--- config.mk ---
export PLATFORM = sky130hd
export DESIGN_NAME = frop_fifo
export DESIGN_NICKNAME = d
export VERILOG_FILES = /design/src/rtl/frop_pkg.sv /design/src/rtl/frop_fifo.sv
export VERILOG_INCLUDE_DIRS = /design/src /design/src/rtl
export SDC_FILE = /design/constraint.sdc
export NUM_CORES = 1
export LEC_CHECK = 0
export ABC_AREA = 0
export BUFFER_PORTS_ARGS = -buffer_cell sky130_fd_sc_hd__buf_2
export CAP_MARGIN = 5
export CORE_MARGIN = 4
export CORE_UTILIZATION = 50
export DETAILED_ROUTE_END_ITERATION = 8
export GPL_TIMING_DRIVEN = 0
export HOLD_SLACK_MARGIN = 0.02
export PLACE_DENSITY = 0.71
export SYNTH_ARGS = -nofsm -noshare
export SYNTH_HDL_FRONTEND = slang
export SYNTH_SLANG_ARGS = --single-unit
export TNS_END_PERCENT = 20
--- constraint.sdc ---
create_clock -name clk -period 4.2 [get_ports clk]
set_input_delay 0.42 -clock clk [delete_from_list [all_inputs] [get_ports clk]]
set_output_delay 0.42 -clock clk [all_outputs]
set_load 0.01 [all_outputs]
--- src/rtl/assert_macros.svh ---
// Assertion macros shared by the raster operations RTL.
// Depends on nothing; included by the modules that check their own logic.
`ifndef ASSERT_MACROS_SVH
`define ASSERT_MACROS_SVH

// ante holds -> cons holds in the same cycle
`define ASSERT_IMPLIES(label, clk, rst, ante, cons, msg) \
  label: assert property (@(posedge clk) disable iff (rst) (ante) |-> (cons)) \
    else $error(msg);

// ante holds -> cons holds in the next cycle
`define ASSERT_NEXT(label, clk, rst, ante, cons, msg) \
  label: assert property (@(posedge clk) disable iff (rst) (ante) |=> (cons)) \
    else $error(msg);

// expr never holds
`define ASSERT_NEVER(label, clk, rst, expr, msg) \
  label: assert property (@(posedge clk) disable iff (rst) !(expr)) \
    else $error(msg);

`endif

--- src/rtl/frop_pkg.sv ---
// Shared types, constants and codes for the fragment raster operations block.
// Depends on nothing; imported by every module of the block.
package frop_pkg;

  localparam int FRAME_WIDTH_DEF     = 512;
  localparam int FRAME_HEIGHT_DEF    = 512;
  localparam int DEPTH_TOLERANCE_DEF = 4;

  localparam int ADDR_W      = 20;
  localparam int QUEUE_DEPTH = 4;

  localparam int IN_TDATA_W  = 80;
  localparam int OUT_TDATA_W = 32;
  localparam int OUT_TUSER_W = 2;
  localparam int CFG_INDEX_W = 3;
  localparam int CFG_DATA_W  = 10;

  localparam logic signed [24:0] DEPTH_ONE = 25'sd4194304;
  localparam logic signed [24:0] DEPTH_NEG = -25'sd4194304;

  localparam logic [CFG_INDEX_W-1:0] REG_VIEWPORT_X      = 3'd0;
  localparam logic [CFG_INDEX_W-1:0] REG_VIEWPORT_Y      = 3'd1;
  localparam logic [CFG_INDEX_W-1:0] REG_VIEWPORT_WIDTH  = 3'd2;
  localparam logic [CFG_INDEX_W-1:0] REG_VIEWPORT_HEIGHT = 3'd3;
  localparam logic [CFG_INDEX_W-1:0] REG_DEPTH_TEST_EN   = 3'd4;
  localparam logic [CFG_INDEX_W-1:0] REG_BLEND_EN        = 3'd5;

  localparam logic [OUT_TUSER_W-1:0] OUTCOME_WRITTEN    = 2'd0;
  localparam logic [OUT_TUSER_W-1:0] OUTCOME_CLIPPED    = 2'd1;
  localparam logic [OUT_TUSER_W-1:0] OUTCOME_DEPTH_FAIL = 2'd2;

  typedef struct packed {
    logic [8:0] vp_x;
    logic [8:0] vp_y;
    logic [9:0] vp_width;
    logic [9:0] vp_height;
  } view_cfg_t;

  typedef struct packed {
    logic depth_test_en;
    logic blend_en;
  } mode_cfg_t;

  typedef struct packed {
    logic               clipped;
    logic [ADDR_W-1:0]  addr;
    logic signed [23:0] depth;
    logic [3:0][7:0]    color;
  } frag_item_t;

endpackage

--- src/rtl/frop_fifo.sv ---
// Short queue of classified fragments between front end and back end.
// Depends on frop_pkg.
`include "assert_macros.svh"

module frop_fifo (
  input  logic                 clk,
  input  logic                 rst,
  input  logic                 push,
  input  frop_pkg::frag_item_t push_item,
  output logic                 full,
  input  logic                 pop,
  output logic                 head_valid,
  output frop_pkg::frag_item_t head_item
);
  import frop_pkg::*;

  localparam int QA = $clog2(QUEUE_DEPTH);

  frag_item_t     slots [QUEUE_DEPTH];
  logic [QA-1:0]  wr_ptr;
  logic [QA-1:0]  rd_ptr;
  logic [QA:0]    count;

  assign head_valid = (count != '0);
  assign full       = (count == (QA+1)'(QUEUE_DEPTH));
  assign head_item  = slots[rd_ptr];

  always_ff @(posedge clk) begin
    if (push) begin
      slots[wr_ptr] <= push_item;
    end
  end

  always_ff @(posedge clk) begin
    if (rst) begin
      wr_ptr <= '0;
      rd_ptr <= '0;
      count  <= '0;
    end else begin
      if (push) begin
        wr_ptr <= wr_ptr + QA'(1);
      end
      if (pop) begin
        rd_ptr <= rd_ptr + QA'(1);
      end
      unique case ({push, pop})
        2'b10:   count <= count + (QA+1)'(1);
        2'b01:   count <= count - (QA+1)'(1);
        default: count <= count;
      endcase
    end
  end

  `ASSERT_NEVER(a_no_overflow, clk, rst, push && full && !pop, "push into full queue")
  `ASSERT_NEVER(a_no_underflow, clk, rst, pop && !head_valid, "pop from empty queue")

endmodule

# Word level (Yosys, flattened, before mapping)
# Memories as Yosys holds them, arrays and structs flattened. A register that Yosys moved wholly into a read port is not among the register bits.
# Index checks and enable logic that the tools add are counted.
op_classes:
  addsub: 4
  reduce_logical: 2
  eq_ne: 3
  n_mux: 5
op_table:
  columns: ["op", "n"]
  rows:
  - ["$pmux 3 s2", 1]
  - ["$add 2x1->2 const B", 2]
  - ["$mux 2", 2]
  - ["$add 3x1->3 const B", 1]
  - ["$eq 3x3->1 const B", 1]
  - ["$reduce_bool 3->1", 1]
  - ["$sub 3x1->3 const B", 1]
  - ["$eq 2x1->1 const B", 1]
  - ["$eq 2x2->1 const B", 1]
  - ["$mux 1", 2]
  - ["$reduce_bool 2->1", 1]
totals:
  out_inout_bits: 79
  elab_cells: 18
  ramBits: 308
  regBits: 7
  in_bits: 81
  mem_count: 1
mem_list:
  columns: ["name", "depth", "width", "read_ports", "rd_clocked_by_memory_dff", "write_ports", "line", "source"]
  rows:
  - ["slots", 4, 77, 1, 1, 1, "frop_fifo.sv:19", "frag_item_t slots [QUEUE_DEPTH];"]

# Longest topological paths before layout
# Gate-level depths: netlist (run 1).
logic_depth:
  depth_word: 3
  mapped_depth: 7
  ltp_nobuf: 7

# Worst setup path after synthesis (run 1)
# OpenSTA, ideal clock, no wires.
synth_path:
  kind: "flip-flop to flip-flop"
  start: "register wr_ptr[0]"
  end: "memory slots[0][0] in the netlist's numbering (enable)"
  path_stages_with_launch: 4
  path_buffers: 0
  path_slack_ns: 1.418
  period_less_slack_ns: 2.782
  setup_time_ns: 0.443
  t_arrival_ns: 2.339
  required_time_ns: 3.757
  path_cell_list: "dfxtp_1 > inv_1 > ha_1 > and2_1"
synth_lines:
  columns: ["element", "line", "source"]
  rows:
  - ["start, declared", "frop_fifo.sv:20", "logic [QA-1:0] wr_ptr;"]
  - ["start signal, assigned", "frop_fifo.sv:41", "wr_ptr <= wr_ptr + QA'(1);"]
  - ["end, declared", "frop_fifo.sv:19", null]
# Straight into the memory's write port.

==> results of run 1 <==
## cells in the mapped netlist
library cell / n / area (um2)
sky130_fd_sc_hd__a21oi_1: 2 / 10.0
sky130_fd_sc_hd__and2_1: 4 / 25.0
sky130_fd_sc_hd__and3_1: 1 / 6.26
sky130_fd_sc_hd__buf_12: 4 / 80.1
sky130_fd_sc_hd__buf_2: 5 / 25.0
sky130_fd_sc_hd__buf_4: 4 / 30.0
sky130_fd_sc_hd__buf_6: 1 / 11.3
sky130_fd_sc_hd__clkbuf_1: 5 / 18.8
sky130_fd_sc_hd__dfxtp_1: 9 / 180
sky130_fd_sc_hd__edfxtp_1: 308 / 9250
sky130_fd_sc_hd__fa_1: 1 / 20.0
sky130_fd_sc_hd__ha_1: 5 / 62.6
sky130_fd_sc_hd__inv_1: 6 / 22.5
sky130_fd_sc_hd__mux2i_1: 1 / 10.0
sky130_fd_sc_hd__mux4_2: 77 / 1730
sky130_fd_sc_hd__nand2_1: 1 / 3.75
sky130_fd_sc_hd__nor2_1: 8 / 30.0
sky130_fd_sc_hd__o21ai_0: 1 / 5.00
sky130_fd_sc_hd__or3_1: 2 / 12.5
sky130_fd_sc_hd__xnor2_1: 2 / 17.5
sky130_fd_sc_hd__xor2_1: 3 / 26.3
## logic make-up (layout without fill, tap and decap cells)
family | count (synthesis) | count (layout) | share of synthesized area (%)
flip-flops | 317 | 317 | 81.4
multiplexers | 78 | 78 | 15.1
buffers and inverters | 25 | 238 | 1.62
AND/OR/NAND/NOR | 16 | 16 | 0.670
adder cells (fa/ha/maj) | 6 | 6 | 0.713
XOR/XNOR | 5 | 5 | 0.378
AO/OA/AOI/OAI | 3 | 3 | 0.130
## per-stage QoR
step	setup WS, ns	instance area (um2)	hold slack [ns]
floorplan	1.42	11600	0.462
global placement	0.0482	12700	0.474
detailed placement	2.14	12800	0.504
CTS	1.56	13800	0.0641
global route	1.50	13800	0.0743
finish	1.64	13800	0.0965
## per-layer routing
layer,up-vias,GRT usage (%),part of all wire (%)
li1,2294,-,-
met1,2694,20.4,39
met2,157,27.7,51
met3,40,4.39,7.3
met4,4,3.40,2.2
met5,-,0,0.13
## critical path: stages, from the launching register on
cell and delay [ns]:
sky130_fd_sc_hd__dfxtp_1 0.30, sky130_fd_sc_hd__buf_2 0.16, sky130_fd_sc_hd__clkbuf_1 0.57, sky130_fd_sc_hd__mux4_2 0.42, sky130_fd_sc_hd__buf_2 0.16
## sequential cells by signal (all words and copies together) (netlist names), named ones only
signal,count
slots,308
count,3
rd_ptr,2
wr_ptr,2
## cell type report
type                            count  area [um2]  area share, %
Sequential cell                   317        9430           68.3
Buffer                             19         165           1.20
Tap cell                          285         357           2.58
Multi-Input combinational cell    108        1970           14.3
Clock buffer                       41         853           6.18
Inverter                            6        22.5          0.163
Timing Repair Buffer              162         901           6.53
Clock inverter                     10         101          0.734
## power groups by stage
stage / Combinational [mW] / Clock [mW] / Sequential (mW)
after global placement: 0.668 / 0 / 3.74
after detailed placement: 0.703 / 0 / 3.73
final: 0.686 / 2.58 / 3.67
after floorplan: 0.413 / 0 / 3.73
after global routing: 0.747 / 2.78 / 3.67
after CTS: 0.706 / 2.65 / 3.67
## path summary, 6_finish.rpt
check | from | to | slack, ns
min | push_item[73] | slots[3][73] | 0.1
max | flip-flop | head_item[28] | 1.64
max reg2reg | wr_ptr[0] | slots[2][1] | 2.44
min reg2reg | count[2] | count[2] | 0.52
==> results.json, run 1 <==
{
  "layoutNonFillerInstCount": 948,
  "critical_path_source_type": "flip-flop",
  "tritoncts_num_sinks": 317,
  "timing.reg2reg.worst_path_depth": 4,
  "post_cts_setup_buffer_count": 0,
  "floorplan.initialDensity_pct": 51.0,
  "grt_util_all_layers_pct": 15.9,
  "swShare_pct": 20.9,
  "max_slew.worst_pin.slew_ns": 0.727,
  "largest_net_degree_at_the_start_of_global_routing": 52,
  "worstHoldPathCells": 1,
  "grt_setup_unrepaired": "no",
  "clk_path_buf_depth": 3,
  "detail_route.drc_violations": 0,
  "total_leakage_power_nw": 4.69,
  "avgRoutedWirePerCell_um": 21.6,
  "ant_nets": 0,
  "synth_seq_area_share_pct": 81.4,
  "total_number_of_vias": 5189,
  "vdd.ir_drop.worst_mv": 0.449,
  "hold_class": "in2reg",
  "crit_path_end_kind": "output port",
  "core_area_um2": 22700,
  "die_area_um2": 25700,
  "numCtsBuffers": 31,
  "tritoncts": "built",
  "slew_headroom_pct": 51.6,
  "clock_power_share_pct": 37.2,
  "synth.lib_cells_used.distinct": 21,
  "mappedNetlistArea_um2": 11600,
  "drive_above_1_share_pct": 45.2,
  "timing.final.setup_violations": 0,
  "pwr-share-comb_pct": 9.9,
  "postSynthRegisterBits": 317,
  "hpwl_um": 12600,
  "final_min_period_over_clock_period_pct": 61.0,
  "floorplan.rows": 55,
  "clkLatencyLatePin_ns": 0.54,
  "crit_fanout": 10,
  "post-route-min-period_ns": 2.56,
  "global_route_wire_length_before_repair_um": 32000,
  "crit_arrival_ns": 2.14,
  "power_mw": 6.93,
  "outcome": "finished clean",
  "max_cap_violations": 0,
  "routed_wirelength_um": 20500,
  "total_count_of_max_transition_violations_in_the_final_report": 0,
  "switchingPower_mw": 1.45,
  "layout.core_utilization_pct": 60.8,
  "drt_first_iter_violations": 295,
  "maxClockFrequency_mhz": 390,
  "routabilityCongestion": 0.716,
  "grt_pass1_vias": 5719,
  "antenna_violations_before_repair": 2,
  "final-hold-violation-count": 0,
  "number_of_ports_placed_on_the_die_boundary": 160,
  "worst_setup_hold_path_clk_slew_ns": 0.06,
  "synthesis.area_per_instance_um2": 25.7,
  "powerDensity_nw_per_um2": 502,
  "design.final.nets": 732,
  "finalSetupTns_ns": 0,
  "filler_cell_count": 1623,
  "final_cell_mix": "sky130_fd_sc_hd__edfxtp_1, sky130_fd_sc_hd__buf_2, sky130_fd_sc_hd__mux4_2",
  "final.setup_skew_ns": 0.00619,
  "floorplan.die.height_um": 160,
  "die_width_um": 160,
  "port_buffers": 158,
  "clockRootBuffer": "sky130_fd_sc_hd__clkbuf_16",
  "ctsHoldBuffers": 0,
  "p_seq_share_pct": 52.9,
  "yosys_warnings": 0,
  "first_pass_iters": 4,
  "vias_per_cell": 5.47,
  "critical_path_required_ns": 3.78,
  "power_report.internal_total_mw": 5.49,
  "layout-area-overhead-vs-synth_pct": 19.2,
  "timing_worst_setup_path_type": "reg2out",
  "place.detailed.instances": 897,
  "synth_fp_nets": 537,
  "mostFrequentLayoutCell": "sky130_fd_sc_hd__edfxtp_1",
  "n_antenna_cell": 0,
  "syn_inst": 450,
  "gr-total-overflow": 0,
  "htree_num_levels": 1,
  "post_cts_resized": 0
}
Note: power is estimated with default switching activity, not from simulation.
==> run 2: changes to the inputs <==
--- a/config.mk
+++ b/config.mk
@@ -6,7 +6,7 @@
 export SDC_FILE = /design/constraint.sdc
 export NUM_CORES = 1
 export LEC_CHECK = 0
-export ABC_AREA = 0
+export ABC_AREA = 1
 export BUFFER_PORTS_ARGS = -buffer_cell sky130_fd_sc_hd__buf_2
 export CAP_MARGIN = 5
 export CORE_MARGIN = 4
==> constraint.sdc (replaced) <==
create_clock -name clk -period 2.4 [get_ports clk]
set_input_delay 0.24 -clock clk [delete_from_list [all_inputs] [get_ports clk]]
set_output_delay 0.24 -clock clk [all_outputs]
set_load 0.01 [all_outputs]
==> run 2 against run 1 <==
Effect of this change: die area up 2.3%; clock skew up 0.0018 ns; synthesized area up 2.4%; first-iteration DRC count up 140%; global-route usage up 4.1 points; synthesized cell count up 78%; routed wire length up 30%; clock-buffer cell count up 3; hold slack worse by 0.038 ns; largest power group unchanged.
==> results.json, run 2 <==
{
  "outcome": "finished clean",
  "synth_fp_nets": 889,
  "mappedNetlistArea_um2": 11900,
  "worst_setup_hold_path_clk_slew_ns": 0.06,
  "critical_path.reg2reg.endpoint": "slots[2][32]",
  "top_registers": "slots: 308 flops, count: 3 flops",
  "die_width_um": 162,
  "yosys_warnings": 0,
  "postSynthRegisterBits": 317,
  "layout-area-overhead-vs-synth_pct": 27.2,
  "maxClockFrequency_mhz": 421,
  "total_leakage_power_nw": 5.43,
  "global_route_wire_length_before_repair_um": 41000,
  "most_frequently_used_cell_type_in_the_post_synthesis_netlist": "sky130_fd_sc_hd__edfxtp_1",
  "max_cap_violations": 0,
  "critical_path_required_ns": 2.16,
  "drive_above_1_share_pct": 23.7,
  "routed_wirelength_um": 26500,
  "timing.reg2reg.worst_path_depth": 5,
  "synthTopCellsByCount": "sky130_fd_sc_hd__edfxtp_1, sky130_fd_sc_hd__nor2_1, sky130_fd_sc_hd__o21ai_0",
  "tritoncts_num_sinks": 317,
  "clk_path_buf_depth": 3,
  "timing.final.setup_violations": 0,
  "synthesis.area_per_instance_um2": 14.8,
  "final-hold-violation-count": 0,
  "crit_arrival_ns": 2.13,
  "hpwl_um": 15700,
  "design.final.nets": 1166,
  "worstHoldPathCells": 4,
  "syn_inst": 802,
  "final_cell_mix": "sky130_fd_sc_hd__edfxtp_1, sky130_fd_sc_hd__buf_2, sky130_fd_sc_hd__nor2_1",
  "tritoncts": "built",
  "port_buffers": 159,
  "slack_of_the_worst_reg_to_reg_path_ns": 0.59,
  "total_number_of_vias": 7517,
  "hold_class": "in2reg",
  "largest_net_degree_at_the_start_of_global_routing": 42,
  "detail_route.drc_violations": 0,
  "finalWorstSetupSlack_ns": 0.0267,
  "min-delay-start": "rst",
  "floorplan.initialDensity_pct": 50.7,
  "vdd.ir_drop.worst_mv": 0.584,
  "crit_fanout": 10,
  "cp_slowest_cell": "sky130_fd_sc_hd__dfxtp_1",
  "antenna_violations_before_repair": 1,
  "routabilityCongestion": 0.722,
  "synth_top_cell_by_area": "sky130_fd_sc_hd__edfxtp_1",
  "first_pass_iters": 5,
  "drt_first_iter_violations": 694,
  "clockRootBuffer": "sky130_fd_sc_hd__clkbuf_16",
  "preCtsSetupSlack_ns": 0.545,
  "synth_seq_area_share_pct": 79.5,
  "numCtsBuffers": 34,
  "number_of_ports_placed_on_the_die_boundary": 160,
  "slowest_delay_ns": 0.53,
  "vias_per_cell": 5.29,
  "largest_register_ffs": 308,
  "powerDensity_nw_per_um2": 851,
  "ys.flop_type": "sky130_fd_sc_hd__edfxtp_1",
  "synth.lib_cells_used.distinct": 23,
  "ys_async_sr_fraction_pct": 0,
  "netlist_top_cells_area": "sky130_fd_sc_hd__edfxtp_1, sky130_fd_sc_hd__o21ai_0, sky130_fd_sc_hd__nor2_1, sky130_fd_sc_hd__o22ai_1, sky130_fd_sc_hd__dfxtp_1",
  "die_area_um2": 26200,
  "floorplan.die.height_um": 162,
  "synth_edf_count": 308,
  "gr-total-overflow": 0,
  "grt_util_all_layers_pct": 20.1,
  "ant_nets": 0,
  "avgRoutedWirePerCell_um": 18.7,
  "post_cts_setup_buffer_count": 0,
  "timing.hold.worst_endpoint": "count[2]",
  "final.setup_skew_ns": 0.00802,
  "total_count_of_max_transition_violations_in_the_final_report": 0,
  "regMostFlops": "slots",
  "power_mw": 12.8,
  "crit_path_end_kind": "output port",
  "regToRegStartpoint": "wr_ptr[0]",
  "timing_worst_setup_path_type": "reg2out",
  "mostFrequentLayoutCell": "sky130_fd_sc_hd__edfxtp_1",
  "layout.core_utilization_pct": 64.5,
  "synth_top_cell_area_share_pct": 78.0,
  "floorplan.rows": 56,
  "max_slew.worst_pin.slew_ns": 0.609,
  "critical_path_source_type": "flip-flop",
  "final_min_period_over_clock_period_pct": 98.9,
  "core_area_um2": 23400,
  "post-route-min-period_ns": 2.37,
  "crit_path_cell_trace": "buf_1 > o21ai_0 > o22ai_1 > buf_2",
  "grt_setup_unrepaired": "yes",
  "slew_headroom_pct": 59.4,
  "clkLatencyLatePin_ns": 0.50,
  "htree_num_levels": 2,
  "grt_pass1_vias": 7685
}
-- run 2: cell types whose count changed in the layout (fill, tap and decap cells not counted), moves of 7 or more --
cell / delta
sky130_fd_sc_hd__mux4_2: -77
sky130_fd_sc_hd__dlygate4sd3_1: +77
sky130_fd_sc_hd__buf_6: +9
sky130_fd_sc_hd__buf_2: +7
sky130_fd_sc_hd__nand2_1: +8
sky130_fd_sc_hd__clkbuf_2: +14
sky130_fd_sc_hd__nor2_1: +149
sky130_fd_sc_hd__o22ai_1: +77
sky130_fd_sc_hd__o21ai_0: +154
-- run 2: kinds of logic after synthesis --
group           synth area share [%]
compound gates                  11.0
simple gates                    5.43
flops                           79.5
buf+inv                         3.31
fa+ha+maj                      0.697
-- run 2: metrics by stage --
| stage | TNS (ns) | cells | area, um2 | hold slack, ns |
|---|---|---|---|---|
| 3_3_place_gp | -344.78 | 1280 | 13100 | 0.441 |
| 3_5_place_dp | 0 | 1285 | 13200 | 0.455 |
| 4_1_cts | 0 | 1421 | 15100 | 0.0413 |
| 2_1_floorplan | -18.60 | 802 | 11900 | 0.339 |
| 6_report | 0 | 1422 | 15100 | 0.0584 |
| 5_1_grt | -0.0675 | 1422 | 15100 | 0.0875 |
-- run 2: final cells by class --
class / instances / area [um2]
multi-input cells: 418 / 2030
well taps: 319 / 399
clock inverters: 15 / 173
repair buffers: 241 / 1680
clock buffers: 44 / 952
flip-flops and latches: 317 / 9430
inverters: 18 / 83.8
plain buffers: 49 / 328
diodes: 1 / 2.50
fillers: 1731 / 8320
-- run 2: worst max-delay path: cells and delay by family (launching register included) --
family / cells / cell delay [ns]
DFF: 1 / 0.53
AOI/OAI and AO/OA: 2 / 0.51
buffers and inverters: 2 / 0.61
-- run 2: worst max path at each step --
stage,slack [ns],startpoint,endpoint
4_1_cts,0.01,flip-flop,head_item[67]
2_1_floorplan,-0.11,wr_ptr[0],slots[0][0]
6_report,0.03,flip-flop,head_item[67]
3_5_place_dp,0.55,flip-flop,head_item[67]
3_3_place_gp,-1.34,wr_ptr[0],slots[0][31]
5_1_grt,-0.03,flip-flop,head_item[67]
-- run 2: layer usage --
| metal | part of all wire, % | up-vias | wire (um) | track usage, % |
|---|---|---|---|---|
| li1 | - | 3575 | - | - |
| met1 | 42 | 3662 | 11200 | 26.3 |
| met2 | 50 | 240 | 13400 | 34.8 |
| met3 | 5.4 | 40 | 1430 | 3.65 |
| met4 | 1.8 | 0 | 480 | 5.73 |
| met5 | 0 | - | 0 | 0 |
-- run 2: power by group --
group          internal [mW]  switching [mW]  total (mW)
registers               6.32          0.0519        6.38
logic                  0.482           0.781        1.26
clock network           3.22            1.98        5.20
-- run 2: timing repair --
action                                  CTS  global route
hold buffers                             77             0
gates resized for setup                   0            13
endpoints found under the setup margin    0             9
endpoints found under the hold margin   308             0
==> run 3: changes to the inputs <==
--- a/config.mk
+++ b/config.mk
@@ -6,7 +6,6 @@
 export SDC_FILE = /design/constraint.sdc
 export NUM_CORES = 1
 export LEC_CHECK = 0
-export ABC_AREA = 1
 export BUFFER_PORTS_ARGS = -buffer_cell sky130_fd_sc_hd__buf_2
 export CAP_MARGIN = 5
 export CORE_MARGIN = 4
==> run 3 against run 2 <==
Effect of this change: critical path depth is the same; final cell count shrank 27%; flip-flop and latch count is the same; total power shrank 3.1%; sequential power grew 0.6%; register-to-register slack is essentially flat; combinational power grew 4%; fmax grew 2.6%; non-clock buffer count shrank 32; sequential share of layout area grew 1.9 points; clock skew grew 0.0070 ns; critical path type unchanged; highest routed layer unchanged.
==> results.json, run 3 (synthesis results as in run 1) <==
{
  "hold_class": "in2reg",
  "outcome": "finished clean",
  "floorplan.rows": 55,
  "first_pass_iters": 6,
  "design.final.nets": 812,
  "layout_cell_area_excl_fill_um2": 14600,
  "grt_setup_unrepaired": "yes",
  "final-hold-violation-count": 0,
  "floorplan.die.height_um": 160,
  "numCtsBuffers": 34,
  "grt_util_all_layers_pct": 17.2,
  "total_count_of_max_transition_violations_in_the_final_report": 0,
  "routed_wirelength_um": 21400,
  "total_number_of_vias": 5616,
  "antenna_violations_before_repair": 0,
  "final_min_period_over_clock_period_pct": 96.4,
  "vdd.ir_drop.worst_mv": 0.716,
  "placement.cell_area_um2": 12800,
  "maxClockFrequency_mhz": 432,
  "max_slew.worst_pin.slew_ns": 0.630,
  "crit_fanout": 10,
  "powerDensity_nw_per_um2": 850,
  "slew_headroom_pct": 58.0,
  "drive_above_1_share_pct": 40.5,
  "clkLatencyLatePin_ns": 0.50,
  "preCtsSetupSlack_ns": 0.495,
  "global_route_wire_length_before_repair_um": 34300,
  "top_registers": "slots: 308 flops, count: 3 flops",
  "drt_first_iter_violations": 315,
  "grt_pass1_vias": 6147,
  "worst_setup_hold_path_clk_slew_ns": 0.06,
  "ant_nets": 0,
  "number_of_ports_placed_on_the_die_boundary": 160,
  "layout-area-overhead-vs-synth_pct": 26.5,
  "gr-total-overflow": 0,
  "port_buffers": 158,
  "core_area_um2": 22700,
  "largest_register_ffs": 308,
  "finalWorstSetupSlack_ns": 0.0860,
  "filler_cell_count": 1483,
  "critical_path_required_ns": 2.16,
  "power_mw": 12.4,
  "largest_net_degree_at_the_start_of_global_routing": 53,
  "post-route-min-period_ns": 2.31,
  "htree_num_levels": 2,
  "max_cap_violations": 0,
  "n_antenna_cell": 0,
  "final.setup_skew_ns": 0.0151,
  "tritoncts_num_sinks": 317,
  "die_area_um2": 25700,
  "regMostFlops": "slots",
  "routabilityCongestion": 0.739,
  "floorplan.initialDensity_pct": 51.0,
  "vias_per_cell": 5.43,
  "crit_arrival_ns": 2.07,
  "die_width_um": 160,
  "timing.final.setup_violations": 0,
  "total_leakage_power_nw": 5.04,
  "tritoncts": "built",
  "critical_path_source_type": "flip-flop",
  "final_cell_mix": "sky130_fd_sc_hd__edfxtp_1, sky130_fd_sc_hd__buf_2, sky130_fd_sc_hd__mux4_2, sky130_fd_sc_hd__dlygate4sd3_1, sky130_fd_sc_hd__clkbuf_16",
  "avgRoutedWirePerCell_um": 20.7,
  "crit_path_end_kind": "output port",
  "clk_path_buf_depth": 3,
  "detail_route.drc_violations": 0,
  "mostFrequentLayoutCell": "sky130_fd_sc_hd__edfxtp_1",
  "post_cts_setup_buffer_count": 0,
  "timing_worst_setup_path_type": "reg2out",
  "clockRootBuffer": "sky130_fd_sc_hd__clkbuf_16",
  "layout.core_utilization_pct": 64.5,
  "hpwl_um": 12600
}
-- run 3: cell count changes in the layout (fill, tap and decap cells not counted), sizes merged, moves of 5 or more --
| cell | before | now |
|---|---|---|
| o21ai | 160 | 1 |
| nor2 | 157 | 8 |
| clkbuf | 65 | 50 |
| inv | 17 | 8 |
| mux4 | 0 | 77 |
| nand2 | 9 | 1 |
| clkinv | 10 | 15 |
| buf | 192 | 173 |
| o22ai | 77 | 0 |
-- run 3: area by class of cell --
class / instances / area (um2) / area share (%)
well taps: 285 / 357 / 2.44
multi-input cells: 108 / 1970 / 13.5
flip-flops and latches: 317 / 9430 / 64.4
clock buffers: 42 / 881 / 6.02
inverters: 6 / 22.5 / 0.154
clock inverters: 19 / 133 / 0.906
plain buffers: 19 / 176 / 1.20
repair buffers: 239 / 1670 / 11.4
-- run 3: path summary, 6_finish.rpt --
check / end / slack (ns) / depth (start not counted) / start
max: head_item[19] / 0.09 / 4 / flip-flop
min: rd_ptr[0] / 0.06 / 3 / pop
max reg2reg: slots[2][57] / 0.59 / 4 / wr_ptr[0]
min reg2reg: count[2] / 0.52 / 2 / count[2]
-- run 3: timing repair --
action,CTS,global route
hold buffers,77,0
gates cloned,0,0
endpoints found under the hold margin,308,0
setup endpoints to repair,28,46
gates resized for setup,0,7
-- run 3: through the flow --
stage | hold WS [ns] | std cells | setup TNS, ns
detailed placement | 0.456 | 897 | 0
floorplan | 0.339 | 450 | -85.38
global placement | 0.448 | 893 | -406.65
CTS | 0.0346 | 1035 | -0.789
finish | 0.0566 | 1035 | 0
global route | 0.0832 | 1035 | -0.0760
-- run 3: power breakdown --
part	internal, mW	switching, mW
clock	2.73	1.99
sequential	6.36	0.0630
combinational	0.653	0.659
-- run 3: worst max-delay path: stages (launching register included) --
cell                       delay (ns)
sky130_fd_sc_hd__dfxtp_1         0.30
sky130_fd_sc_hd__buf_2           0.16
sky130_fd_sc_hd__clkbuf_1        0.50
sky130_fd_sc_hd__mux4_2          0.43
sky130_fd_sc_hd__buf_2           0.17
-- run 3: metal layers --
metal / up-vias / global-route usage (%) / routed length [um]
met1: 2924 / 21.9 / 8440
met4: 0 / 4.89 / 523
met2: 169 / 29.6 / 11100
met5: - / 0 / 0
met3: 47 / 4.31 / 1300
li1: 2476 / - / -
