## src/rtl/assert_macros.svh

```systemverilog
// Assertion macros shared by the raster operations RTL.
// Depends on nothing; included by the modules that check their own logic.
`ifndef ASSERT_MACROS_SVH
`define ASSERT_MACROS_SVH

// ante holds -> cons holds in the same cycle
`define ASSERT_IMPLIES(label, clk, rst, ante, cons, msg) \
  label: assert property (@(posedge clk) disable iff (rst) (ante) |-> (cons)) \
    else $error(msg);

// ante holds -> cons holds in the next cycle
`define ASSERT_NEXT(label, clk, rst, ante, cons, msg) \
  label: assert property (@(posedge clk) disable iff (rst) (ante) |=> (cons)) \
    else $error(msg);

// expr never holds
`define ASSERT_NEVER(label, clk, rst, expr, msg) \
  label: assert property (@(posedge clk) disable iff (rst) !(expr)) \
    else $error(msg);

`endif

```

## src/rtl/frop_pkg.sv

```systemverilog
// Shared types, constants and codes for the fragment raster operations block.
// Depends on nothing; imported by every module of the block.
package frop_pkg;

  localparam int FRAME_WIDTH_DEF     = 512;
  localparam int FRAME_HEIGHT_DEF    = 512;
  localparam int DEPTH_TOLERANCE_DEF = 4;

  localparam int ADDR_W      = 20;
  localparam int QUEUE_DEPTH = 4;

  localparam int IN_TDATA_W  = 80;
  localparam int OUT_TDATA_W = 32;
  localparam int OUT_TUSER_W = 2;
  localparam int CFG_INDEX_W = 3;
  localparam int CFG_DATA_W  = 10;

  localparam logic signed [24:0] DEPTH_ONE = 25'sd4194304;
  localparam logic signed [24:0] DEPTH_NEG = -25'sd4194304;

  localparam logic [CFG_INDEX_W-1:0] REG_VIEWPORT_X      = 3'd0;
  localparam logic [CFG_INDEX_W-1:0] REG_VIEWPORT_Y      = 3'd1;
  localparam logic [CFG_INDEX_W-1:0] REG_VIEWPORT_WIDTH  = 3'd2;
  localparam logic [CFG_INDEX_W-1:0] REG_VIEWPORT_HEIGHT = 3'd3;
  localparam logic [CFG_INDEX_W-1:0] REG_DEPTH_TEST_EN   = 3'd4;
  localparam logic [CFG_INDEX_W-1:0] REG_BLEND_EN        = 3'd5;

  localparam logic [OUT_TUSER_W-1:0] OUTCOME_WRITTEN    = 2'd0;
  localparam logic [OUT_TUSER_W-1:0] OUTCOME_CLIPPED    = 2'd1;
  localparam logic [OUT_TUSER_W-1:0] OUTCOME_DEPTH_FAIL = 2'd2;

  typedef struct packed {
    logic [8:0] vp_x;
    logic [8:0] vp_y;
    logic [9:0] vp_width;
    logic [9:0] vp_height;
  } view_cfg_t;

  typedef struct packed {
    logic depth_test_en;
    logic blend_en;
  } mode_cfg_t;

  typedef struct packed {
    logic               clipped;
    logic [ADDR_W-1:0]  addr;
    logic signed [23:0] depth;
    logic [3:0][7:0]    color;
  } frag_item_t;

endpackage

```

## src/rtl/frop_front.sv

```systemverilog
// Front end: input register, viewport/frame/depth-range classification and
// pixel address. Depends on frop_pkg; feeds frop_fifo.
module frop_front #(
  parameter int FRAME_WIDTH  = frop_pkg::FRAME_WIDTH_DEF,
  parameter int FRAME_HEIGHT = frop_pkg::FRAME_HEIGHT_DEF
) (
  input  logic                            clk,
  input  logic                            rst,
  input  logic                            hold,
  input  logic                            s_tvalid,
  output logic                            s_tready,
  input  logic [frop_pkg::IN_TDATA_W-1:0] s_tdata,
  input  frop_pkg::view_cfg_t             view,
  input  logic                            q_full,
  output logic                            q_push,
  output frop_pkg::frag_item_t            q_item
);
  import frop_pkg::*;

  localparam logic signed [12:0] X_LIM = 13'(FRAME_WIDTH);
  localparam logic signed [12:0] Y_LIM = 13'(FRAME_HEIGHT);
  localparam logic [ADDR_W-1:0]  ROW_PITCH = ADDR_W'(FRAME_WIDTH);

  logic                f_valid;
  logic signed [10:0]  f_x;
  logic signed [10:0]  f_y;
  logic signed [24:0]  f_depth;
  logic [3:0][7:0]     f_color;
  logic                in_xfer;

  logic signed [12:0]  x_ext;
  logic signed [12:0]  y_ext;
  logic [10:0]         x_end;
  logic [10:0]         y_end;
  logic                out_x;
  logic                out_y;
  logic                depth_bad;
  logic                clip;
  logic [ADDR_W-1:0]   addr_raw;

  assign s_tready = !hold && (!f_valid || !q_full);
  assign in_xfer  = s_tvalid && s_tready;
  assign q_push   = f_valid && !q_full;

  always_ff @(posedge clk) begin
    if (rst) begin
      f_valid <= 1'b0;
    end else if (in_xfer) begin
      f_valid <= 1'b1;
    end else if (q_push) begin
      f_valid <= 1'b0;
    end
  end

  always_ff @(posedge clk) begin
    if (in_xfer) begin
      f_x     <= s_tdata[10:0];
      f_y     <= s_tdata[21:11];
      f_depth <= s_tdata[46:22];
      f_color <= s_tdata[78:47];
    end
  end

  always_comb begin
    x_ext = $signed({{2{f_x[10]}}, f_x});
    y_ext = $signed({{2{f_y[10]}}, f_y});
    x_end = 11'(view.vp_x) + 11'(view.vp_width);
    y_end = 11'(view.vp_y) + 11'(view.vp_height);
    out_x = (x_ext < $signed({4'b0, view.vp_x})) || (x_ext >= $signed({2'b0, x_end}))
            || f_x[10] || (x_ext >= X_LIM);
    out_y = (y_ext < $signed({4'b0, view.vp_y})) || (y_ext >= $signed({2'b0, y_end}))
            || f_y[10] || (y_ext >= Y_LIM);
    depth_bad = (f_depth > DEPTH_ONE) || (f_depth < DEPTH_NEG);
    clip      = out_x || out_y || depth_bad;
    addr_raw  = ADDR_W'(f_y[9:0]) * ROW_PITCH + ADDR_W'(f_x[9:0]);

    q_item.clipped = clip;
    q_item.addr    = clip ? '0 : addr_raw;
    q_item.depth   = f_depth[23:0];
    q_item.color   = f_color;
  end

endmodule

```

## config.mk

```make
export PLATFORM = sky130hd
export DESIGN_NAME = frop_front
export DESIGN_NICKNAME = d
export VERILOG_FILES = /design/src/rtl/assert_macros.svh /design/src/rtl/frop_pkg.sv /design/src/rtl/frop_front.sv
export SDC_FILE = /design/constraint.sdc
export NUM_CORES = 1
export LEC_CHECK = 0
export BUFFER_PORTS_ARGS = -buffer_cell sky130_fd_sc_hd__buf_2
export CAP_MARGIN = 5
export CORE_MARGIN = 3
export CORE_UTILIZATION = 40
export CTS_BUF_LIST = sky130_fd_sc_hd__clkbuf_8
export CTS_CLUSTER_DIAMETER = 150
export DETAILED_ROUTE_END_ITERATION = 12
export PLACE_DENSITY = 0.74
export SLEW_MARGIN = 20
export SYNTH_ARGS = -nofsm -noshare
export SYNTH_HDL_FRONTEND = slang
export SYNTH_SLANG_ARGS = --single-unit
```

## constraint.sdc

```tcl
create_clock -name clk -period 5.38 [get_ports clk]
set_input_delay 0.269 -clock clk [delete_from_list [all_inputs] [get_ports clk]]
set_output_delay 0.269 -clock clk [all_outputs]
set_load 0.03 [all_outputs]
```

# --- After elaboration in Yosys (flattened, before gate mapping) ---
# Cells that the tools add are included.
word_totals:
  reg_bits: 80
  output_inout_bits: 79
  word_cells: 39
classes:
  n_addsub: 3
  order_cmp: 8
  n_mux: 3
  n_reduce_logical: 17
ops:
  columns: ["cell", "n"]
  rows:
  - ["25-bit by 24-bit > comparator with 1-bit output, second input constant", 1]
  - ["25-bit by 23-bit less-than comparator with 1-bit output, second input constant", 1]
  - ["11-bit by 12-bit greater-or-equal comparator with 1-bit output", 2]
  - ["9-bit by 10-bit adder with 11-bit output", 2]
  - ["11-bit greater-or-equal comparator, second input constant", 2]
  - ["11-bit by 10-bit less-than comparator with 1-bit output", 2]
  - ["19-bit by 10-bit adder with 20-bit output", 1]
  - ["20-bit 2-to-1 mux", 1]
  - ["1-bit logical OR", 10]
  - ["1-bit logical AND", 3]
  - ["1-bit zero test", 3]
  - ["1-bit 2-to-1 mux", 2]
  - ["2-bit nonzero test", 1]

# --- Longest topological paths before layout ---
# Gate-level depths: netlist of run 1.
logic_depth:
  ltp_word: 8
  depth_mapped: 16

# --- Worst setup path after synthesis of run 1 ---
# No wires, ideal clock.
synth_path:
  kind: "input-to-output"
  start: "input port view[3] in the netlist's numbering"
  end: "output port q_item[67] in the netlist's numbering"
  t_arrival_ns: 3.952
  slack_ns: 1.159
  cell_stages: 14
  n_path_buf: 1
  cell_sequence: "ha_1 -> o21a_1 -> a2111oi_0 -> o31ai_1 -> a21oi_1 -> xor2_1 -> ha_1 -> a211o_1 -> a221oi_2 -> o31a_1 -> o31a_1 -> o221ai_2 -> buf_2 -> nor4_1"
synth_lines:
  columns: ["item", "line", "source"]
  rows:
  - ["start, declared", "frop_front.sv:13", "input frop_pkg::view_cfg_t view,"]
  - ["end, declared", "frop_front.sv:16", "output frop_pkg::frag_item_t q_item"]

==> results of run 1 <==
[sequential cells by signal, indices dropped and copies added, names as in the netlist]
register,count
f_depth,25
f_valid,1
f_x,11
f_y,11
q_item,32
[per-layer routing]
| metal | up-vias | GRT usage (%) | part of all wire, % |
|---|---|---|---|
| met2 | 138 | 30.6 | 49 |
| met5 | - | 0 | 0 |
| li1 | 1737 | - | - |
| met4 | 0 | 6.33 | 1.5 |
| met1 | 1644 | 20.2 | 38 |
| met3 | 14 | 7.61 | 11 |
[power by group through the flow]
| stage | registers (mW) | logic [mW] | clock network, mW |
|---|---|---|---|
| 6_report | 0.735 | 0.336 | 0.431 |
| 5_1_grt | 0.738 | 0.375 | 0.471 |
| 4_1_cts | 0.735 | 0.337 | 0.446 |
| 3_5_place_dp | 0.749 | 0.335 | 0 |
| 3_3_place_gp | 0.748 | 0.324 | 0 |
| 2_1_floorplan | 0.766 | 0.212 | 0 |
[area by class of cell]
type | instances | area, sq um
fill | 969 | 5280
tap | 140 | 175
timing repair buffer | 201 | 1010
multi-input combinational | 230 | 1980
inverter | 25 | 93.8
clock inverter | 7 | 71.3
sequential | 80 | 2390
clock buffer | 9 | 124
[cell usage after synthesis (3+ instances only)]
cell | count | area (sq um)
sky130_fd_sc_hd__o21a_1 | 4 | 30.0
sky130_fd_sc_hd__ha_1 | 56 | 701
sky130_fd_sc_hd__nor4_1 | 15 | 93.8
sky130_fd_sc_hd__nor2_1 | 12 | 45.0
sky130_fd_sc_hd__o21bai_1 | 3 | 22.5
sky130_fd_sc_hd__xnor2_1 | 9 | 78.8
sky130_fd_sc_hd__a21o_1 | 4 | 30.0
sky130_fd_sc_hd__xor2_1 | 15 | 131
sky130_fd_sc_hd__nand3_1 | 6 | 30.0
sky130_fd_sc_hd__nor3_1 | 8 | 40.0
sky130_fd_sc_hd__edfxtp_1 | 79 | 2370
sky130_fd_sc_hd__o21ai_0 | 15 | 75.1
sky130_fd_sc_hd__a2111oi_0 | 3 | 26.3
sky130_fd_sc_hd__a21oi_1 | 19 | 95.1
sky130_fd_sc_hd__nor4b_2 | 10 | 150
sky130_fd_sc_hd__buf_2 | 3 | 15.0
sky130_fd_sc_hd__inv_1 | 25 | 93.8
sky130_fd_sc_hd__and3_1 | 4 | 25.0
sky130_fd_sc_hd__buf_4 | 27 | 203
sky130_fd_sc_hd__nand2_1 | 8 | 30.0
sky130_fd_sc_hd__a211oi_1 | 6 | 45.0
sky130_fd_sc_hd__nand4_1 | 4 | 25.0
[critical path, stage by stage]
cell	delay, ns
sky130_fd_sc_hd__buf_2	0.12
sky130_fd_sc_hd__ha_1	0.28
sky130_fd_sc_hd__a21oi_1	0.16
sky130_fd_sc_hd__o21ai_0	0.14
sky130_fd_sc_hd__a2111oi_0	0.65
sky130_fd_sc_hd__o31ai_1	0.18
sky130_fd_sc_hd__a21oi_1	0.22
sky130_fd_sc_hd__xor2_1	0.16
sky130_fd_sc_hd__ha_1	0.26
sky130_fd_sc_hd__a211o_1	0.32
sky130_fd_sc_hd__a221oi_2	0.18
sky130_fd_sc_hd__o31a_1	0.18
sky130_fd_sc_hd__o31a_1	0.19
sky130_fd_sc_hd__o221ai_4	0.30
sky130_fd_sc_hd__nor4_1	0.45
sky130_fd_sc_hd__buf_2	0.28
[final timing paths]
kind         slack, ns         end     from  cells after the start
max               0.79  q_item[73]  view[1]                     16
min               0.09     f_valid      rst                      2
max reg2reg       3.64  q_item[10]  f_valid                      2
min reg2reg       0.56     f_valid  f_valid                      2
[metrics by stage]
step                worst slack (ns)  total power, mW  std cells
finish                         0.794             1.50        692
global route                   0.521             1.58        692
CTS                            0.638             1.52        692
detailed placement             0.623             1.08        676
global placement               0.773             1.07        676
floorplan                       1.16            0.978        367
[cells by family (layout without fill, tap and decap cells)]
family | Yosys count | in the layout | synth area share (%)
compound gates | 70 | 70 | 10.3
other cells | 1 | 1 | 0.0802
xor+xnor | 24 | 24 | 4.50
flops | 80 | 80 | 51.2
buf+inv | 57 | 242 | 7.06
simple gates | 77 | 77 | 11.0
fa+ha+maj | 58 | 58 | 15.8
==> results_tabular.tex, run 1 <==
\begin{tabular}{lr}
\hline
Metric & Value \\
\hline
\multicolumn{2}{l}{\textbf{Yosys}} \\
\quad Synthesis Warnings & 0 \\
\quad Synth Flop Type & sky130\_fd\_sc\_hd\_\_edfxtp\_1 \\
\quad Mapped Area & 4680 sq um \\
\quad Number of distinct library cells after synthesis & 49 \\
\quad Sequential cell area fraction in the yosys report & 51.2\% \\
\quad Synthesized instance count & 367 \\
\quad Synthesized area per cell & 12.7 sq um \\
\quad Number of flops mapped to enable cells by yosys & 79 \\
\quad Share of synthesized registers carrying an async set or reset & 0\% \\
\quad Register bit total from synthesis & 80 \\
\quad Post-Synthesis Net Count & 548 \\
\multicolumn{2}{l}{\textbf{Clock network}} \\
\quad Worst skew pair latency & 0.34 ns \\
\quad Clock-pin slew on the worst setup and hold paths & 0.08 ns \\
\quad Number of clock sinks seen by CTS & 80 \\
\quad Total clock buffers created by CTS & 9 \\
\quad Clock tree from TritonCTS & built \\
\quad Count of cells resized by post-cts repair & 0 \\
\quad Cell chosen for the clock root & sky130\_fd\_sc\_hd\_\_clkbuf\_8 \\
\quad Post-CTS setup buffer count & 0 \\
\quad Number of buffers on the longest clock path & 2 \\
\quad CTS Hold Bufs & 0 \\
\quad H-Tree Depth & 3 \\
\multicolumn{2}{l}{\textbf{Timing}} \\
\quad Highest Clock Rate & 218 MHz \\
\quad Post-route setup TNS & 0 ns \\
\quad Post-layout min period & 4.59 ns \\
\quad Max-slew violation count & 0 \\
\quad Final setup fails & 0 \\
\quad Final cycle utilization of the critical path & 85.2\% \\
\quad Least-Margin Pin Slew & 1.00 ns \\
\quad Setup repair after global routing missed its margin & no \\
\quad Min Hold Slack & 0.0903 ns \\
\quad Max-Slew Margin vs Limit & 33.3\% \\
\quad Worst setup skew after layout & 0.00434 ns \\
\quad Final Hold Vio Count & 0 \\
\multicolumn{2}{l}{\textbf{Power}} \\
\quad Sequential group share of total power & 48.9\% \\
\quad Static leakage power & 2.59 nW \\
\quad Switching Share & 28.7\% \\
\quad Int Power & 1.07 mW \\
\quad Worst vdd ir & 0.330 mV \\
\quad Portion of total power attributed to the clock network & 28.7\% \\
\quad Proportion of power drawn by combinational gates & 22.4\% \\
\quad Switch Pwr & 0.431 mW \\
\quad Cell Pwr Density & 257 nW/um\^{}2 \\
\multicolumn{2}{l}{\textbf{Final layout}} \\
\quad Most common cell after layout, fill and taps aside & sky130\_fd\_sc\_hd\_\_buf\_2 \\
\quad Diodes inserted & 0 \\
\quad Commonest cells after routing, fill and taps aside & 199 x sky130\_fd\_sc\_hd\_\_buf\_2, 79 x sky130\_fd\_sc\_hd\_\_edfxtp\_1, 56 x sky130\_fd\_sc\_hd\_\_ha\_1 \\
\quad Fraction of the core area covered by cells at the end of the flow & 52.5\% \\
\quad Share of cells above drive strength 1 & 42.8\% \\
\quad Post-layout instance area & 5850 sq um \\
\quad Fin nets & 728 \\
\quad Relative area change from synthesis to final layout & 25.0\% \\
\multicolumn{2}{l}{\textbf{Global routing}} \\
\quad Aggregate global routing overflow & 0 \\
\quad Initial antenna violation count & 0 \\
\quad Largest net degree at the start of global routing & 81 \\
\quad Overall track demand over capacity in global routing & 18.0\% \\
\quad Wire length of the first global-routing pass & 18400 um \\
\quad Via count of the first global-routing pass & 3806 \\
\multicolumn{2}{l}{\textbf{Detailed routing}} \\
\quad Detailed Route Iter0 Violations & 140 \\
\quad Via count & 3533 \\
\quad DRC viols & 0 \\
\quad Antenna Nets Post-Route & 0 \\
\quad Vias/cell & 5.11 \\
\quad Wirelength, routed & 11600 um \\
\quad Average wire length per cell after detail routing & 16.8 um \\
\quad Detailed-router iteration count before antenna repair & 4 \\
\multicolumn{2}{l}{\textbf{Placement}} \\
\quad Last weighted congestion value of the routability-driven placer & 0.847 \\
\quad Area after DPL & 5640 sq um \\
\quad IO Port Bufs & 199 \\
\quad Final HPWL from detailed placement & 9450 um \\
\multicolumn{2}{l}{\textbf{Die}} \\
\quad Area inside the core boundary & 11100 sq um \\
\quad Top Ports & 202 \\
\quad Count of standard-cell rows & 38 \\
\quad Die height & 114 um \\
\quad Effective utilization at floorplan & 42.0\% \\
\quad Die area & 13000 sq um \\
\quad Chip Width & 114 um \\
\multicolumn{2}{l}{\textbf{Status}} \\
\quad Result of the run & complete, no violations \\
\multicolumn{2}{l}{\textbf{Worst setup path}} \\
\quad Kind of critical path & in -> out \\
\quad Element type at the critical path end & primary output \\
\quad Crit path DAT & 4.32 ns \\
\quad Critical Path Fanout Max & 20 \\
\quad Kind of launch point of the worst setup path & input pin \\
\quad Required @ worst endpoint & 5.11 ns \\
\multicolumn{2}{l}{\textbf{Run}} \\
\quad Number of max-capacitance violations reported & 0 \\
\multicolumn{2}{l}{\textbf{Min path}} \\
\quad Tightest Hold Check Type & in -> reg \\
\hline
\end{tabular}
Note: power is estimated with default switching activity, not from simulation.
==> inputs of run 2 (changes only) <==
Settings changed: GPL_ROUTABILITY_DRIVEN from default to 0, RECOVER_POWER from default to 25.
==> results_tabular.tex, run 2 (synthesis results as in run 1) <==
\begin{tabular}{lr}
\hline
Metric & Value \\
\hline
\multicolumn{2}{l}{\textbf{Clock network}} \\
\quad H-Tree Depth & 3 \\
\quad Clock tree from TritonCTS & built \\
\quad Post-CTS setup buffer count & 0 \\
\quad Cell chosen for the clock root & sky130\_fd\_sc\_hd\_\_clkbuf\_8 \\
\quad Worst skew pair latency & 0.35 ns \\
\quad Clock-pin slew on the worst setup and hold paths & 0.08 ns \\
\quad Count of cells resized by post-cts repair & 0 \\
\quad Number of buffers on the longest clock path & 2 \\
\quad Number of clock sinks seen by CTS & 80 \\
\quad CTS Hold Bufs & 0 \\
\quad Total clock buffers created by CTS & 9 \\
\multicolumn{2}{l}{\textbf{Detailed routing}} \\
\quad Average wire length per cell after detail routing & 16.9 um \\
\quad Antenna Nets Post-Route & 0 \\
\quad Wirelength, routed & 11700 um \\
\quad Vias/cell & 5.14 \\
\quad Detailed-router iteration count before antenna repair & 4 \\
\quad DRC viols & 0 \\
\quad Detailed Route Iter0 Violations & 143 \\
\quad Via count & 3555 \\
\multicolumn{2}{l}{\textbf{Placement}} \\
\quad IO Port Bufs & 199 \\
\quad Pre-CTS setup slack & 0.691 ns \\
\quad Final HPWL from detailed placement & 9490 um \\
\quad Number of placed instances, taps included & 676 \\
\multicolumn{2}{l}{\textbf{Final layout}} \\
\quad Fraction of the core area covered by cells at the end of the flow & 52.7\% \\
\quad Final-layout fill cell count & 979 \\
\quad Diodes inserted & 0 \\
\quad Commonest cells after routing, fill and taps aside & 199 x sky130\_fd\_sc\_hd\_\_buf\_2, 79 x sky130\_fd\_sc\_hd\_\_edfxtp\_1, 56 x sky130\_fd\_sc\_hd\_\_ha\_1 \\
\quad Fin nets & 728 \\
\quad Relative area change from synthesis to final layout & 25.4\% \\
\quad Most common cell after layout, fill and taps aside & sky130\_fd\_sc\_hd\_\_buf\_2 \\
\quad Largest register FFs & 32 \\
\quad Count of non-filler cells in the finished layout & 692 \\
\quad Share of cells above drive strength 1 & 42.8\% \\
\multicolumn{2}{l}{\textbf{Die}} \\
\quad Die height & 114 um \\
\quad Chip Width & 114 um \\
\quad Die area & 13000 sq um \\
\quad Count of standard-cell rows & 38 \\
\quad Top Ports & 202 \\
\quad Area inside the core boundary & 11100 sq um \\
\quad Effective utilization at floorplan & 42.0\% \\
\multicolumn{2}{l}{\textbf{Power}} \\
\quad Overall power of the completed layout & 1.54 mW \\
\quad Worst vdd ir & 0.222 mV \\
\quad Cell Pwr Density & 262 nW/um\^{}2 \\
\quad Static leakage power & 2.61 nW \\
\multicolumn{2}{l}{\textbf{Global routing}} \\
\quad Largest net degree at the start of global routing & 81 \\
\quad Wire length of the first global-routing pass & 18000 um \\
\quad Initial antenna violation count & 1 \\
\quad Overall track demand over capacity in global routing & 17.8\% \\
\quad Aggregate global routing overflow & 0 \\
\quad Via count of the first global-routing pass & 3753 \\
\multicolumn{2}{l}{\textbf{Run}} \\
\quad Number of max-capacitance violations reported & 0 \\
\multicolumn{2}{l}{\textbf{Timing}} \\
\quad Post-route setup TNS & 0 ns \\
\quad Highest Clock Rate & 219 MHz \\
\quad Post-layout min period & 4.56 ns \\
\quad Max-Slew Margin vs Limit & 31.8\% \\
\quad Final cycle utilization of the critical path & 84.7\% \\
\quad Worst setup skew after layout & 0.00927 ns \\
\quad Setup repair after global routing missed its margin & no \\
\quad Least-Margin Pin Slew & 1.02 ns \\
\quad Worst path setup slack after routing & 0.823 ns \\
\quad Final Hold Vio Count & 0 \\
\quad Final setup fails & 0 \\
\quad Max-slew violation count & 0 \\
\multicolumn{2}{l}{\textbf{Min path}} \\
\quad Tightest Hold Check Type & in -> reg \\
\multicolumn{2}{l}{\textbf{Worst setup path}} \\
\quad Cell Chain, Critical Path & buf\_2 > ha\_1 > a21oi\_1 > o21ai\_0 > a2111oi\_0 > o31ai\_1 > a21oi\_1 > xor2\_1 > ha\_1 > a211o\_1 > a221oi\_2 > o31a\_1 > o31a\_1 > o221ai\_4 > nor4\_1 > buf\_2 \\
\quad Kind of launch point of the worst setup path & input pin \\
\quad Critical Path Fanout Max & 20 \\
\quad Buffers and inverters on the worst path & 2 \\
\quad Crit path DAT & 4.29 ns \\
\quad CP delay by family, top & compound AO/OA/AOI/OAI gates \\
\quad Kind of critical path & in -> out \\
\quad Element type at the critical path end & primary output \\
\quad Required @ worst endpoint & 5.11 ns \\
\quad Register-to-register setup slack & 3.61 ns \\
\quad CP peak stage delay & 0.61 ns \\
\quad Library cell contributing the largest single delay on the critical path & sky130\_fd\_sc\_hd\_\_a2111oi\_0 \\
\multicolumn{2}{l}{\textbf{Status}} \\
\quad Result of the run & complete, no violations \\
\hline
\end{tabular}
-- run 2: changes by cell type in the layout (fill, tap and decap cells not counted), sizes merged --
cell / before / now
clkinv: 3 / 2
bufinv: 1 / 2
-- run 2: final timing paths --
kind | start | endpoint | cells after the start
worst max-delay path | view[1] | q_item[72] | 16
worst min register to register | f_valid | f_valid | 2
worst max register to register | f_valid | f_x[3] | 2
worst min-delay path | rst | f_valid | 2
-- run 2: layout make-up --
| class | instances | area [sq um] | area share [%] |
|---|---|---|---|
| inverter | 25 | 93.8 | 1.60 |
| sequential | 80 | 2390 | 40.8 |
| timing repair buffer | 201 | 1010 | 17.2 |
| tap | 140 | 175 | 2.99 |
| multi-input combinational | 230 | 1980 | 33.7 |
| clock buffer | 9 | 124 | 2.11 |
| clock inverter | 7 | 88.8 | 1.52 |
-- run 2: through the flow --
step           hold slack [ns]  area (sq um)
3_3_place_gp             0.441          5640
6_report                0.0871          5860
5_1_grt                 0.0615          5860
2_1_floorplan            0.341          4680
4_1_cts                 0.0633          5850
3_5_place_dp             0.447          5640
-- run 2: metal layers --
layer	GRT usage [%]	routed length, um	up-vias
met5	0	13	-
met4	6.18	216	2
met3	7.72	1190	18
met2	30.5	5690	140
met1	19.6	4550	1655
li1	-	-	1740
-- run 2: power by group --
part | internal (mW) | switching, mW | total, mW
Combinational | 0.139 | 0.198 | 0.337
Clock | 0.258 | 0.208 | 0.466
Sequential | 0.718 | 0.0163 | 0.734
==> inputs of run 3 (changes only) <==
Settings changed: ABC_AREA from default to 1.
Clock period 5.38 ns to 4.7 ns, I/O delays scaled along.
==> results_tabular.tex, run 3 <==
\begin{tabular}{lr}
\hline
Metric & Value \\
\hline
\multicolumn{2}{l}{\textbf{Status}} \\
\quad Result of the run & complete, no violations \\
\multicolumn{2}{l}{\textbf{Worst setup path}} \\
\quad Crit path DAT & 3.44 ns \\
\quad Element type at the critical path end & primary output \\
\quad Worst reg2reg startpoint & f\_valid \\
\quad Kind of critical path & in -> out \\
\quad Critical Path Fanout Max & 20 \\
\quad Register-to-register setup slack & 3.16 ns \\
\quad Kind of launch point of the worst setup path & input pin \\
\quad Capturing point of the worst reg2reg path & f\_y[6] \\
\quad Required @ worst endpoint & 4.47 ns \\
\quad Path depth of the worst reg2reg path & 4 \\
\multicolumn{2}{l}{\textbf{Yosys}} \\
\quad Synthesized instance count & 447 \\
\quad Post-synth top area share & 49.4\% \\
\quad Synthesis Warnings & 0 \\
\quad Sequential cell area fraction in the yosys report & 49.8\% \\
\quad Most instantiated library cell after synthesis & sky130\_fd\_sc\_hd\_\_edfxtp\_1 \\
\quad Number of flops mapped to enable cells by yosys & 79 \\
\quad Mapped Area & 4810 sq um \\
\quad Cell types occupying the most area after synthesis & sky130\_fd\_sc\_hd\_\_edfxtp\_1 49\%, sky130\_fd\_sc\_hd\_\_ha\_1 15\%, sky130\_fd\_sc\_hd\_\_nand2\_1 4.6\%, sky130\_fd\_sc\_hd\_\_buf\_4 4.1\%, sky130\_fd\_sc\_hd\_\_inv\_1 3.7\% \\
\quad Synth Flop Type & sky130\_fd\_sc\_hd\_\_edfxtp\_1 \\
\quad Top post-synthesis cells by count & 79 x sky130\_fd\_sc\_hd\_\_edfxtp\_1, 59 x sky130\_fd\_sc\_hd\_\_nand2\_1, 56 x sky130\_fd\_sc\_hd\_\_ha\_1, 48 x sky130\_fd\_sc\_hd\_\_inv\_1, 33 x sky130\_fd\_sc\_hd\_\_nor2\_1 \\
\quad Register bit total from synthesis & 80 \\
\quad Share of synthesized registers carrying an async set or reset & 0\% \\
\quad Synthesized area per cell & 10.8 sq um \\
\quad Biggest area consumer among synthesized cells & sky130\_fd\_sc\_hd\_\_edfxtp\_1 \\
\quad Number of distinct library cells after synthesis & 39 \\
\quad Post-Synthesis Net Count & 628 \\
\multicolumn{2}{l}{\textbf{Global routing}} \\
\quad Largest net degree at the start of global routing & 50 \\
\quad Initial antenna violation count & 0 \\
\quad Overall track demand over capacity in global routing & 17.1\% \\
\quad Aggregate global routing overflow & 0 \\
\quad Wire length of the first global-routing pass & 17600 um \\
\quad Via count of the first global-routing pass & 3766 \\
\multicolumn{2}{l}{\textbf{Detailed routing}} \\
\quad Detailed Route Iter0 Violations & 183 \\
\quad Detailed-router iteration count before antenna repair & 4 \\
\quad DRC viols & 0 \\
\quad Vias/cell & 4.73 \\
\quad Wirelength, routed & 11300 um \\
\quad Via count & 3686 \\
\quad Antenna Nets Post-Route & 0 \\
\quad Average wire length per cell after detail routing & 14.5 um \\
\multicolumn{2}{l}{\textbf{Placement}} \\
\quad Area after DPL & 5790 sq um \\
\quad Pre-CTS setup slack & 1.01 ns \\
\quad Number of placed instances, taps included & 763 \\
\quad Final HPWL from detailed placement & 9500 um \\
\quad IO Port Bufs & 199 \\
\multicolumn{2}{l}{\textbf{Timing}} \\
\quad Max-slew violation count & 0 \\
\quad Final setup fails & 0 \\
\quad Worst setup skew after layout & 0.00818 ns \\
\quad Post-route setup TNS & 0 ns \\
\quad Min Hold Slack & 0.0528 ns \\
\quad Post-layout min period & 3.67 ns \\
\quad Max-Slew Margin vs Limit & 56.1\% \\
\quad Worst path setup slack after routing & 1.03 ns \\
\quad Final Hold Vio Count & 0 \\
\quad Setup repair after global routing missed its margin & no \\
\quad Least-Margin Pin Slew & 0.658 ns \\
\quad Highest Clock Rate & 272 MHz \\
\quad Final cycle utilization of the critical path & 78.2\% \\
\multicolumn{2}{l}{\textbf{Final layout}} \\
\quad Count of non-filler cells in the finished layout & 779 \\
\quad Post-layout instance area & 5980 sq um \\
\quad Area of all sequential standard cells & 2390 sq um \\
\quad Share of cells above drive strength 1 & 39.8\% \\
\quad Relative area change from synthesis to final layout & 24.4\% \\
\quad Largest register FFs & 32 \\
\quad Multi-input logic area & 2000 sq um \\
\quad Most common cell after layout, fill and taps aside & sky130\_fd\_sc\_hd\_\_buf\_2 \\
\quad Diodes inserted & 0 \\
\quad Commonest cells after routing, fill and taps aside & 199 x sky130\_fd\_sc\_hd\_\_buf\_2, 79 x sky130\_fd\_sc\_hd\_\_edfxtp\_1, 59 x sky130\_fd\_sc\_hd\_\_nand2\_1 \\
\quad Fin nets & 812 \\
\quad Final-layout fill cell count & 1050 \\
\multicolumn{2}{l}{\textbf{Die}} \\
\quad Top Ports & 202 \\
\quad Count of standard-cell rows & 39 \\
\quad Effective utilization at floorplan & 41.6\% \\
\quad Die height & 116 um \\
\quad Die area & 13400 sq um \\
\quad Area inside the core boundary & 11600 sq um \\
\quad Chip Width & 116 um \\
\multicolumn{2}{l}{\textbf{Clock network}} \\
\quad Post-CTS setup buffer count & 0 \\
\quad Clock-pin slew on the worst setup and hold paths & 0.08 ns \\
\quad Count of cells resized by post-cts repair & 0 \\
\quad Total clock buffers created by CTS & 9 \\
\quad CTS Hold Bufs & 0 \\
\quad Number of buffers on the longest clock path & 2 \\
\quad H-Tree Depth & 3 \\
\quad Number of clock sinks seen by CTS & 80 \\
\quad Worst skew pair latency & 0.35 ns \\
\quad Cell chosen for the clock root & sky130\_fd\_sc\_hd\_\_clkbuf\_8 \\
\quad Clock tree from TritonCTS & built \\
\multicolumn{2}{l}{\textbf{Power}} \\
\quad Cell Pwr Density & 285 nW/um\^{}2 \\
\quad Static leakage power & 2.89 nW \\
\quad Worst vdd ir & 0.324 mV \\
\multicolumn{2}{l}{\textbf{Min path}} \\
\quad Terminating pin of the worst hold path & f\_depth[5] \\
\quad Tightest Hold Check Type & in -> reg \\
\quad Hold-critical path depth & 1 \\
\quad Launch instance of the worst min-delay path & s\_tdata[27] \\
\multicolumn{2}{l}{\textbf{Run}} \\
\quad Number of max-capacitance violations reported & 0 \\
\hline
\end{tabular}
[run 3: cell count changes after synthesis, sizes merged, moves of 8 or more]
cell | previous run | this run
nand2 | 8 | 62
nor2 | 12 | 54
inv | 25 | 53
nor4 | 15 | 0
nand3 | 6 | 20
nor4b | 11 | 0
o21ai | 16 | 5
a21oi | 19 | 27
[run 3: worst max path at each step]
stage,from,end
2_1_floorplan,f_valid,f_depth[0]
3_3_place_gp,view[2],q_item[62]
3_5_place_dp,view[2],q_item[62]
4_1_cts,view[2],q_item[62]
5_1_grt,view[12],q_item[61]
6_report,view[12],q_item[62]
[run 3: routing by layer]
metal / track usage, % / vias to the layer above / wire length, um
met1: 19.3 / 1664 / 4390
met3: 6.42 / 15 / 1070
met4: 6.73 / 0 / 210
met5: 0 / - / 0
met2: 29.4 / 142 / 5600
li1: - / 1865 / -
[run 3: final cells by class]
| cell class | count | share of cell area (%) |
|---|---|---|
| Sequential cell | 80 | 40.0 |
| Inverter | 56 | 3.52 |
| Timing Repair Buffer | 201 | 16.9 |
| Clock inverter | 7 | 1.07 |
| Tap cell | 143 | 2.99 |
| Clock buffer | 9 | 2.07 |
| Multi-Input combinational cell | 283 | 33.4 |
[run 3: report_power, final]
group          internal (mW)  total, mW  switching, mW  leakage (nW)
Clock                  0.240      0.476          0.236        0.0978
Combinational          0.157      0.386          0.230          2.04
Sequential             0.822      0.839         0.0174         0.747
[run 3: worst max-delay path, stage by stage]
cell and delay [ns]:
sky130_fd_sc_hd__buf_2 0.10, sky130_fd_sc_hd__ha_1 0.37, sky130_fd_sc_hd__a21oi_1 0.23, sky130_fd_sc_hd__o21ai_1 0.13
sky130_fd_sc_hd__a21oi_1 0.22, sky130_fd_sc_hd__nor2_1 0.07, sky130_fd_sc_hd__nor2_1 0.12, sky130_fd_sc_hd__xor2_1 0.17
sky130_fd_sc_hd__ha_1 0.26, sky130_fd_sc_hd__a21oi_1 0.13, sky130_fd_sc_hd__o21a_1 0.13, sky130_fd_sc_hd__nand2_1 0.06
sky130_fd_sc_hd__nand2_1 0.10, sky130_fd_sc_hd__nand2_4 0.04, sky130_fd_sc_hd__nand2_1 0.08, sky130_fd_sc_hd__nand3_2 0.52
sky130_fd_sc_hd__nor2_2 0.26, sky130_fd_sc_hd__buf_2 0.23
[run 3: cells by family after synthesis]
logic type | synth area share, %
AO/OA/AOI/OAI | 5.99
XOR/XNOR | 4.37
adder cells (fa/ha/maj) | 15.4
buffers and inverters | 8.90
flip-flops | 49.8
other | 0.0780
AND/OR/NAND/NOR | 15.5
[run 3: per-stage QoR]
stage          utilization [%]  power [mW]
6_report                  51.7        1.70
5_1_grt                   51.7        1.80
4_1_cts                   51.7        1.72
3_5_place_dp              50.1        1.24
3_3_place_gp              50.1        1.22
2_1_floorplan                -        1.12
